File: src/rtl/assert_macros.svh
`ifndef ASSERT_MACROS_SVH
`define ASSERT_MACROS_SVH

// same-cycle implication, disabled during reset
`define ASSERT_NOW(label, ante, cons, msg) \
  label: assert property (@(posedge clk) disable iff (rst) (ante) |-> (cons)) \
    else $error(msg);

// next-cycle implication, disabled during reset
`define ASSERT_NEXT(label, ante, cons, msg) \
  label: assert property (@(posedge clk) disable iff (rst) (ante) |=> (cons)) \
    else $error(msg);

`endif

File: src/rtl/qpr_sqrt.sv
module qpr_sqrt #(
  parameter int ROOT_W = 33,
  parameter int SIDE_W = 1
) (
  input  logic                  clk,
  input  logic                  rst,
  input  logic                  en,
  input  logic                  src_valid,
  input  logic [2*ROOT_W-1:0]   src_x,
  input  logic [SIDE_W-1:0]     src_side,
  output logic                  dst_valid,
  output logic [ROOT_W-1:0]     dst_root,
  output logic [SIDE_W-1:0]     dst_side
);

  localparam int REM_W = ROOT_W + 2;

  logic                valid [ROOT_W+1];
  logic [REM_W-1:0]    rem   [ROOT_W];
  logic [ROOT_W-1:0]   root  [ROOT_W+1];
  logic [2*ROOT_W-1:0] x     [ROOT_W];
  logic [SIDE_W-1:0]   side  [ROOT_W+1];

  assign valid[0] = src_valid;
  assign rem[0]   = '0;
  assign root[0]  = '0;
  assign x[0]     = src_x;
  assign side[0]  = src_side;

  for (genvar k = 0; k < ROOT_W; k++) begin : g_step
    logic [REM_W-1:0] rem_sh;
    logic [REM_W-1:0] trial;
    logic             fits;

    assign rem_sh = {rem[k][REM_W-3:0], x[k][2*ROOT_W-1 -: 2]};
    assign trial  = {root[k], 2'b01};
    assign fits   = rem_sh >= trial;

    always_ff @(posedge clk) begin
      if (rst) begin
        valid[k+1] <= 1'b0;
      end else if (en) begin
        valid[k+1] <= valid[k];
      end
    end

    always_ff @(posedge clk) begin
      if (en) begin
        root[k+1] <= {root[k][ROOT_W-2:0], fits};
        side[k+1] <= side[k];
      end
    end

    if (k < ROOT_W - 1) begin : g_carry
      always_ff @(posedge clk) begin
        if (en) begin
          rem[k+1] <= fits ? rem_sh - trial : rem_sh;
          x[k+1]   <= x[k] << 2;
        end
      end
    end
  end

  assign dst_valid = valid[ROOT_W];
  assign dst_root  = root[ROOT_W];
  assign dst_side  = side[ROOT_W];

endmodule

File: config.mk
export PLATFORM = sky130hd
export DESIGN_NAME = qpr_sqrt
export DESIGN_NICKNAME = d
export VERILOG_FILES = /design/src/rtl/assert_macros.svh /design/src/rtl/qpr_sqrt.sv
export SDC_FILE = /design/constraint.sdc
export NUM_CORES = 2
export LEC_CHECK = 0
export BUFFER_PORTS_ARGS = -buffer_cell sky130_fd_sc_hd__buf_4
export CORE_UTILIZATION = 64
export CTS_CLUSTER_SIZE = 40
export DETAILED_ROUTE_END_ITERATION = 8
export PLACE_DENSITY = 0.8
export SYNTH_ARGS = -nofsm -noshare
export SYNTH_HDL_FRONTEND = slang
export SYNTH_SLANG_ARGS = --single-unit
File: constraint.sdc
create_clock -name clk -period 4.85 [get_ports clk]
set_input_delay 0.485 -clock clk [delete_from_list [all_inputs] [get_ports clk]]
set_output_delay 0.485 -clock clk [all_outputs]
set_load 0.05 [all_outputs]
==> results.yml <==
global_route:
  grt_pass1_wl_mm: 383
  grt_pass1_vias: 73084
  grt_max_degree: 166
  antenna_found_initial: 5
  grt.overflow.total: 0
  grt_usage_pct: 24.7
timing:
  relSlewSlack_pct: 32.4
  hold_viol_final: 0
  maxSlewViolCount: 0
  skew_ns: 0.0536
  fin_crit_ns: 4.29
  tns_ns: 0
  worst-slew-pin-transition_ns: 1.01
  fmax_mhz: 233
  setup-violations-final: 0
  grt_setup_unrepaired: "no"
  min_period_over_period_pct: 88.5
final_layout:
  utilization_pct: 72.2
  synthToLayoutAreaGrowth_pct: 11.5
  drive_gt1_share_pct: 7.84
  fill_cells: 12363
  nets: 10543
detailed_routing:
  dr.pass1.iters: 6
  detail-route-antenna-nets: 0
  routed_via_density: 5.95
  avgRoutedWirePerCell_um: 19.3
  vias: 74912
  wirelength_mm: 243
  drc: 0
  first_iter_violations: 7011
worst_setup_path:
  path_max_fanout: 4
  critPathMostFrequentCell: "o21ai_0"
  cp_data_arrival_time_ns: 4.95
  crit_chain: "ha_1 > nor2b_1 > o21a_1 > o21ai_0 > a21oi_1 > o41ai_1 > o31ai_1 > a2111oi_0 > o21ai_0 > nor3_1 > xor2_1"
  path_buf_inv: 0
  critPathCaptureType: "register"
  worstPathRequired_ns: 5.51
  crit_type: "reg -> reg"
  startpoint_type: "register"
  worst_path_max_delay_cell: "a2111oi_0"
  path_delay_family: "compound AO/OA/AOI/OAI gates"
  critPathMaxStageDelay_ns: 0.87
status:
  status: "complete, no violations"
clock_network:
  clock_latency_ns: 0.93
  hold_buffers: 71
  cts_resized: 0
  cts_tree: "built"
  cts-buffers-inserted: 294
  clk_pin_slew_worst_paths_ns: 0.06
  cts_htree_levels: 5
  cts.root.buffer_cell: "clkbuf_16"
  cts_buffer_depth: 4
  clkSinkCount: 2691
  cts_setup_buffers: 0
floorplanning:
  row_count: 160
  start_util_pct: 64.7
  core_um2: 191000
  die_h_um: 442
  io_pins: 106
  die_width_um: 442
  die-area_um2: 195000
synthesis:
  ys_types: 94
  ys_seq_area_share_pct: 65.1
  yosys.area.top_type: "edfxtp_1"
  syn-instance-count: 9475
  synth-compound-area-share_pct: 9.42
  synthSimpleGateAreaFrac_pct: 9.61
  synth.mux.area_fraction_pct: 1.31
  synthAdderAreaFrac_pct: 6.02
  async_flop_share_pct: 0
  syn_area_per_cell_um2: 13.1
  synth_top_area_share_pct: 64.5
  ys.flop_type: "edfxtp_1"
  synth_top_family_by_area: "simple AND/OR/NAND/NOR gates"
  syn_area_um2: 124000
  synthTopCellsByArea: "edfxtp_1 (65%), ha_1 (6.0%), xnor2_1 (3.2%)"
  ys_warn_count: 0
  synth_fp_nets: 10141
  synth_edf_count: 2658
  synthXorXnorAreaFrac_pct: 5.77
  ys_ff_latch: 2691
hold_path:
  worstHoldPathType: "in -> reg"
placement:
  gp_congestion: 0.945
  portBuffers: 105
  dpl.hpwl_mm: 169
pwr:
  p_per_area_nw_per_um2: 484
  ir_worst_vdd_mv: 0.409
  p_leak_nw: 53.1
flow_run:
  max_cap_violations: 0
-- cells in the mapped netlist, types with 37 or more instances --
master / number
nor4_1: 108
mux2i_1: 44
mux2_2: 98
nor2_1: 668
xnor2_1: 449
and3_1: 52
nor2b_1: 72
a31oi_1: 49
edfxtp_1: 2658
o21bai_1: 53
nand2b_1: 122
or4_1: 64
nor3_1: 203
a21o_1: 272
o31ai_1: 65
a21oi_1: 593
and2_1: 37
a211oi_1: 43
nand3b_1: 39
or3_1: 88
xor2_1: 366
nand4_1: 79
o21a_1: 95
o211ai_1: 39
inv_1: 742
or2_2: 48
ha_1: 595
nand2_1: 633
nand3_1: 151
o21ai_0: 443
clkbuf_1: 144
-- registers in the layout, indices dropped and copies added (netlist names) --
name,cells
g_step.rem_sh,1072
x,992
g_step.trial,528
dst_root,33
side,32
valid,32
dst_side,1
dst_valid,1
-- logic make-up after synthesis --
logic type	Yosys count
mux	149
compound gates	1872
flops	2691
xor+xnor	815
fa+ha+maj	595
other cells	1
buf+inv	915
simple gates	2437
-- where the power goes --
| group | switching [mW] | total, mW | leakage [nW] | internal, mW |
|---|---|---|---|---|
| Sequential | 1.91 | 31.3 | 25.9 | 29.4 |
| Clock | 8.69 | 21.4 | 4.44 | 12.8 |
| Combinational | 8.01 | 14.0 | 22.8 | 5.98 |
-- worst reg2reg max path: cells and delay by family, from the launching register on --
family          cells  cell delay [ns]
compound gates      7             2.72
simple gates        2             0.45
flops               1             0.40
fa+ha+maj           1             0.37
xor+xnor            1             0.10
-- cells in the final DEF, fill, tap and decap left out, drive strengths merged, types with 204 or more instances in the layout --
cell type	count
a21o	272
a21oi	593
buf	204
clkbuf	352
edfxtp	2658
ha	595
inv	753
nand2	633
nor2	668
nor3	204
o21ai	447
xnor2	449
xor2	366
-- final timing paths --
check | startpoint | end | slack [ns] | cells after the start
hold reg to reg | x[1610] | x[1546] | 0.39 | 0
setup / recovery | g_step[16].rem_sh[2] | g_step[17].rem_sh[28] | 0.56 | 11
setup reg to reg | g_step[16].rem_sh[2] | g_step[17].rem_sh[28] | 0.56 | 11
hold / removal | en | g_step[6].rem_sh[12] | 0.21 | 1
-- area by class of cell --
class / count / area (um2) / area share, %
Inverter: 746 / 2800 / 2.03
Timing Repair Buffer: 275 / 2440 / 1.77
Clock buffer: 352 / 7730 / 5.61
Antenna cell: 1 / 2.50 / 0.00182
Sequential cell: 2691 / 80500 / 58.4
Clock inverter: 146 / 1470 / 1.06
Tap cell: 2511 / 3140 / 2.28
Multi-Input combinational cell: 5869 / 39800 / 28.9
-- metal layers --
metal	global-route usage [%]	routed length, um	up-vias
met5	0	0	-
met4	8.55	7760	0
met3	3.61	13700	564
met2	40.9	117000	2402
met1	33.4	104000	36152
li1	-	-	35794
-- through the flow --
stage                     instances  setup slack, ns  hold WS (ns)  power (mW)  cell area [um2]
after global routing          12591            0.291         0.192        69.8           138000
after floorplan                9475             1.25         0.400        41.2           124000
after detailed placement      12021            0.688         0.405        45.4           128000
final                         12591            0.559         0.212        66.8           138000
after CTS                     12590            0.657         0.144        67.1           138000
after global placement        12021            0.796         0.400        44.9           128000
Note: power is estimated with default switching activity, not from simulation.
