File: config.mk
export PLATFORM = sky130hd
export DESIGN_NAME = qpr_div
export DESIGN_NICKNAME = d
export VERILOG_FILES = /design/src/rtl/assert_macros.svh /design/src/rtl/qpr_div.sv
export SDC_FILE = /design/constraint.sdc
export NUM_CORES = 2
export LEC_CHECK = 0
export BUFFER_PORTS_ARGS = -buffer_cell sky130_fd_sc_hd__buf_2
export CAP_MARGIN = 40
export CELL_PAD_IN_SITES_DETAIL_PLACEMENT = 1
export CELL_PAD_IN_SITES_GLOBAL_PLACEMENT = 2
export CORE_UTILIZATION = 45
export DETAILED_ROUTE_END_ITERATION = 16
export PLACE_DENSITY_LB_ADDON = 0.1
export SYNTH_ARGS = -nofsm -noshare
export SYNTH_HDL_FRONTEND = slang
export SYNTH_SLANG_ARGS = --single-unit
File: constraint.sdc
create_clock -name clk -period 8.33 [get_ports clk]
set_input_delay 1.666 -clock clk [delete_from_list [all_inputs] [get_ports clk]]
set_output_delay 1.666 -clock clk [all_outputs]
set_load 0.1 [all_outputs]
File: src/rtl/assert_macros.svh
`ifndef ASSERT_MACROS_SVH
`define ASSERT_MACROS_SVH

// same-cycle implication, disabled during reset
`define ASSERT_NOW(label, ante, cons, msg) \
  label: assert property (@(posedge clk) disable iff (rst) (ante) |-> (cons)) \
    else $error(msg);

// next-cycle implication, disabled during reset
`define ASSERT_NEXT(label, ante, cons, msg) \
  label: assert property (@(posedge clk) disable iff (rst) (ante) |=> (cons)) \
    else $error(msg);

`endif

File: src/rtl/qpr_div.sv
module qpr_div #(
  parameter int NUM_W  = 34,
  parameter int DEN_W  = 17,
  parameter int SIDE_W = 1
) (
  input  logic              clk,
  input  logic              rst,
  input  logic              en,
  input  logic              src_valid,
  input  logic [NUM_W-1:0]  src_num,
  input  logic [DEN_W-1:0]  src_den,
  input  logic [SIDE_W-1:0] src_side,
  output logic              dst_valid,
  output logic [NUM_W-1:0]  dst_quo,
  output logic [SIDE_W-1:0] dst_side
);

  localparam int REM_W = DEN_W + 1;

  logic              valid [NUM_W+1];
  logic [DEN_W-1:0]  rem   [NUM_W];
  logic [DEN_W-1:0]  den   [NUM_W];
  logic [NUM_W-1:0]  num   [NUM_W+1];
  logic [SIDE_W-1:0] side  [NUM_W+1];

  assign valid[0] = src_valid;
  assign rem[0]   = '0;
  assign den[0]   = src_den;
  assign num[0]   = src_num;
  assign side[0]  = src_side;

  for (genvar k = 0; k < NUM_W; k++) begin : g_step
    logic [REM_W-1:0] rem_sh;
    logic [REM_W-1:0] diff;
    logic             fits;

    assign rem_sh = {rem[k], num[k][NUM_W-1]};
    assign diff   = rem_sh - {1'b0, den[k]};
    assign fits   = rem_sh >= {1'b0, den[k]};

    always_ff @(posedge clk) begin
      if (rst) begin
        valid[k+1] <= 1'b0;
      end else if (en) begin
        valid[k+1] <= valid[k];
      end
    end

    always_ff @(posedge clk) begin
      if (en) begin
        num[k+1]  <= {num[k][NUM_W-2:0], fits};
        side[k+1] <= side[k];
      end
    end

    if (k < NUM_W - 1) begin : g_carry
      always_ff @(posedge clk) begin
        if (en) begin
          rem[k+1] <= fits ? diff[DEN_W-1:0] : rem_sh[DEN_W-1:0];
          den[k+1] <= den[k];
        end
      end
    end
  end

  assign dst_valid = valid[NUM_W];
  assign dst_quo   = num[NUM_W];
  assign dst_side  = side[NUM_W];

endmodule

==> impl_metrics.py <==
metrics = {
    "outcome": {
        "outcome": "finished, final reports clean",
    },
    "clock_tree": {
        "htreeDepth": 5,
        "post_cts_buffers": 0,
        "clock_path_buffers": 4,
        "cts_tree": "done",
        "cts_buffers": 278,
        "clock_latency_ns": 0.95,
        "root_buffer": "clkbuf_16",
        "ctsResizeCount": 0,
        "cts-hold-fix-buffers": 0,
        "path_clk_slew_ns": 0.06,
        "cts_sinks": 2346,
    },
    "critical_path": {
        "cp_max_fo": 18,
        "r2r-start": "g_step[23].rem_sh[0]",
        "worst_r2r_path_depth": 13,
        "worst-setup-path-type": "flip-flop to flip-flop",
        "required_ns": 8.96,
        "start_kind": "flip-flop",
        "rrSetupSlack_ns": 4.29,
        "worstPathArrival_ns": 4.68,
        "timing.rr.end": "g_step[24].rem_sh[5]",
        "slowest_delay_ns": 0.68,
        "endpoint_kind": "flip-flop",
        "crit_top_cell": "inv_1",
        "crit_slowest_cell": "o311ai_0",
        "crit_path_cell_trace": "inv_1, ha_1, inv_1, fa_1, a211oi_1, nor2_1, o311ai_0, nand2_1, a41o_1, a31oi_1, o31ai_2, buf_4, mux2_2",
    },
    "grt": {
        "grt_remaining_overflow": 0,
        "grt_pass1_wl_mm": 321,
        "grt_usage_pct": 17.4,
        "antenna_found_initial": 3,
        "grt_pass1_vias": 58400,
        "grt_max_degree": 191,
    },
    "floorplanning": {
        "initial_utilization_pct": 45.2,
        "die-area_um2": 233000,
        "die_h_um": 483,
        "ios": 92,
        "die_w_um": 483,
        "rows": 176,
        "fp.coreArea_um2": 230000,
    },
    "sta": {
        "final.setup.tns_ns": 0,
        "worst_clock_skew_ns": 0.0625,
        "worst_hold_slack_ns": 0.380,
        "slew_violations": 0,
        "setup_viol": 0,
        "hold_viol": 0,
        "fmax_mhz": 247,
        "rsz0062_at_grt": "false",
        "period_minus_slack_ns": 4.04,
        "post-route-period-util_pct": 48.6,
        "worstMarginPinSlew_ns": 1.23,
        "maxSlewHeadroom_pct": 18.3,
    },
    "final_layout": {
        "layout_common_cells": "2312 x edfxtp_1, 714 x inv_1, 563 x ha_1",
        "fin_nets": 8041,
        "fill_cells": 22300,
        "instances_no_fill": 10600,
        "layout_commonest_cell": "edfxtp_1",
        "finalCoreUtilization_pct": 50.8,
        "drive_gt1_share_pct": 13.1,
        "syn_to_final_growth_pct": 12.3,
    },
    "worst_hold_path": {
        "hold_start": "num[1128]",
        "min_to": "num[1095]",
        "whs_path_depth": 0,
        "hold_path_class": "flip-flop to flip-flop",
    },
    "logic_synthesis": {
        "syn_inst": 7068,
        "synth_seq_cells": 2346,
        "syn_nets": 7719,
        "synth_area_um2": 104000,
        "syn_avg_cell_area_um2": 14.7,
        "async_reset_ff_share_pct": 0,
        "synth-main-ff-cell": "edfxtp_1",
        "yosysWarnings": 0,
        "ys_seq_area_share_pct": 67.4,
        "synth-edff-count": 2312,
        "synth_cell_types": 83,
    },
    "routing": {
        "wl_per_cell_um": 19.1,
        "num_vias": 55400,
        "drt_wl_total_mm": 203,
        "routed_via_density": 5.22,
        "drt_iter0_drc": 2604,
        "drt-pass1-iter-count": 5,
        "drc": 0,
        "ant_nets": 0,
    },
    "power_and_ir_drop": {
        "p_total_w": 0.0430,
        "peakVddDrop_uv": 186,
        "cellPowerDensity_nw_per_um2": 368,
        "p_leak_nw": 44.5,
    },
    "placement": {
        "place.gp.congestion": 0.811,
        "dp.cells": 10100,
        "numPortBuffers": 91,
        "dpl.hpwl_mm": 141,
    },
    "job": {
        "maxCapViolCount": 0,
    },
}
[power by group]
part | switching, W | leakage (nW) | internal, W
Combinational | 0.00755 | 17.6 | 0.00683
Sequential | 0.00120 | 22.8 | 0.0160
Clock | 0.00459 | 4.12 | 0.00682
[worst max path at each step]
stage | end | slack, ns | from | depth (start not counted)
final | g_step[24].rem_sh[5] | 4.29 | g_step[23].rem_sh[0] | 13
after CTS | g_step[24].rem_sh[5] | 4.37 | g_step[23].rem_sh[0] | 13
after global placement | g_step[22].rem_sh[2] | 4.18 | g_step[21].rem_sh[0] | 12
after floorplan | g_step[23].rem_sh[10] | 5.05 | g_step[22].rem_sh[0] | 13
after detailed placement | g_step[11].rem_sh[15] | 4.30 | en | 3
after global routing | g_step[24].rem_sh[5] | 4.00 | g_step[23].rem_sh[0] | 13
[state kept, by name, indices dropped and copies added, names as in the netlist]
signal and count:
dst_side 1, side 33, num 1089, dst_valid 1, valid 33, den 561
dst_quo 34, g_step.rem_sh 594
[cells by family after synthesis]
family	synth area share, %
xor gates and xnor gates	3.66
muxes	5.13
adders and majority gates	7.39
buffers and inverters	3.20
AOI/OAI and AO/OA	8.43
and+or+nand+nor	4.78
DFF	67.4
[per-stage QoR]
stage	instance area [µm²]	worst slack (ns)
3_3_place_gp	108000	4.18
3_5_place_dp	108000	4.30
6_report	117000	4.29
5_1_grt	117000	4.00
4_1_cts	117000	4.37
2_1_floorplan	104000	5.05
[layout make-up]
type / instances / area, µm² / area share, %
diodes: 1 / 2.50 / 0.00214
clock buffers: 338 / 7290 / 6.24
clock inverters: 133 / 1210 / 1.04
inverters: 715 / 2680 / 2.30
multi-input cells: 3902 / 30600 / 26.2
flip-flops and latches: 2346 / 70100 / 60.0
well taps: 3026 / 3790 / 3.24
repair buffers: 147 / 1130 / 0.964
[cells in the mapped netlist (58+ instances only)]
cell	instances	area, µm²
o21bai_1	80	601
nor2_1	374	1400
a21o_1	157	1180
ha_1	563	7040
o21ai_0	259	1300
mux2_2	397	4470
nand2_1	233	875
nor3_1	107	536
edfxtp_1	2312	69400
a211oi_1	58	435
nand4_1	78	488
nand3_1	72	360
mux2i_1	70	701
xor2_1	151	1320
inv_1	714	2680
a21oi_1	406	2030
o21a_1	60	450
xnor2_1	284	2490
[routing by layer]
layer	vias up	part of all wire [%]	GRT usage, %
met1	27300	45	22.6
li1	27100	-	-
met4	0	2.3	5.02
met2	623	49	29.9
met5	-	0	0
met3	317	3.4	3.11
[worst max-delay path: cells and delay by family, from the launching register on]
family,cells,cell delay (ns)
buffers and inverters,3,0.38
flip-flops,1,0.36
adder cells (fa/ha/maj),2,0.59
multiplexers,1,0.30
AND/OR/NAND/NOR,2,0.41
AO/OA/AOI/OAI,5,1.73
No activity file was read; power rests on OpenSTA's default activity.
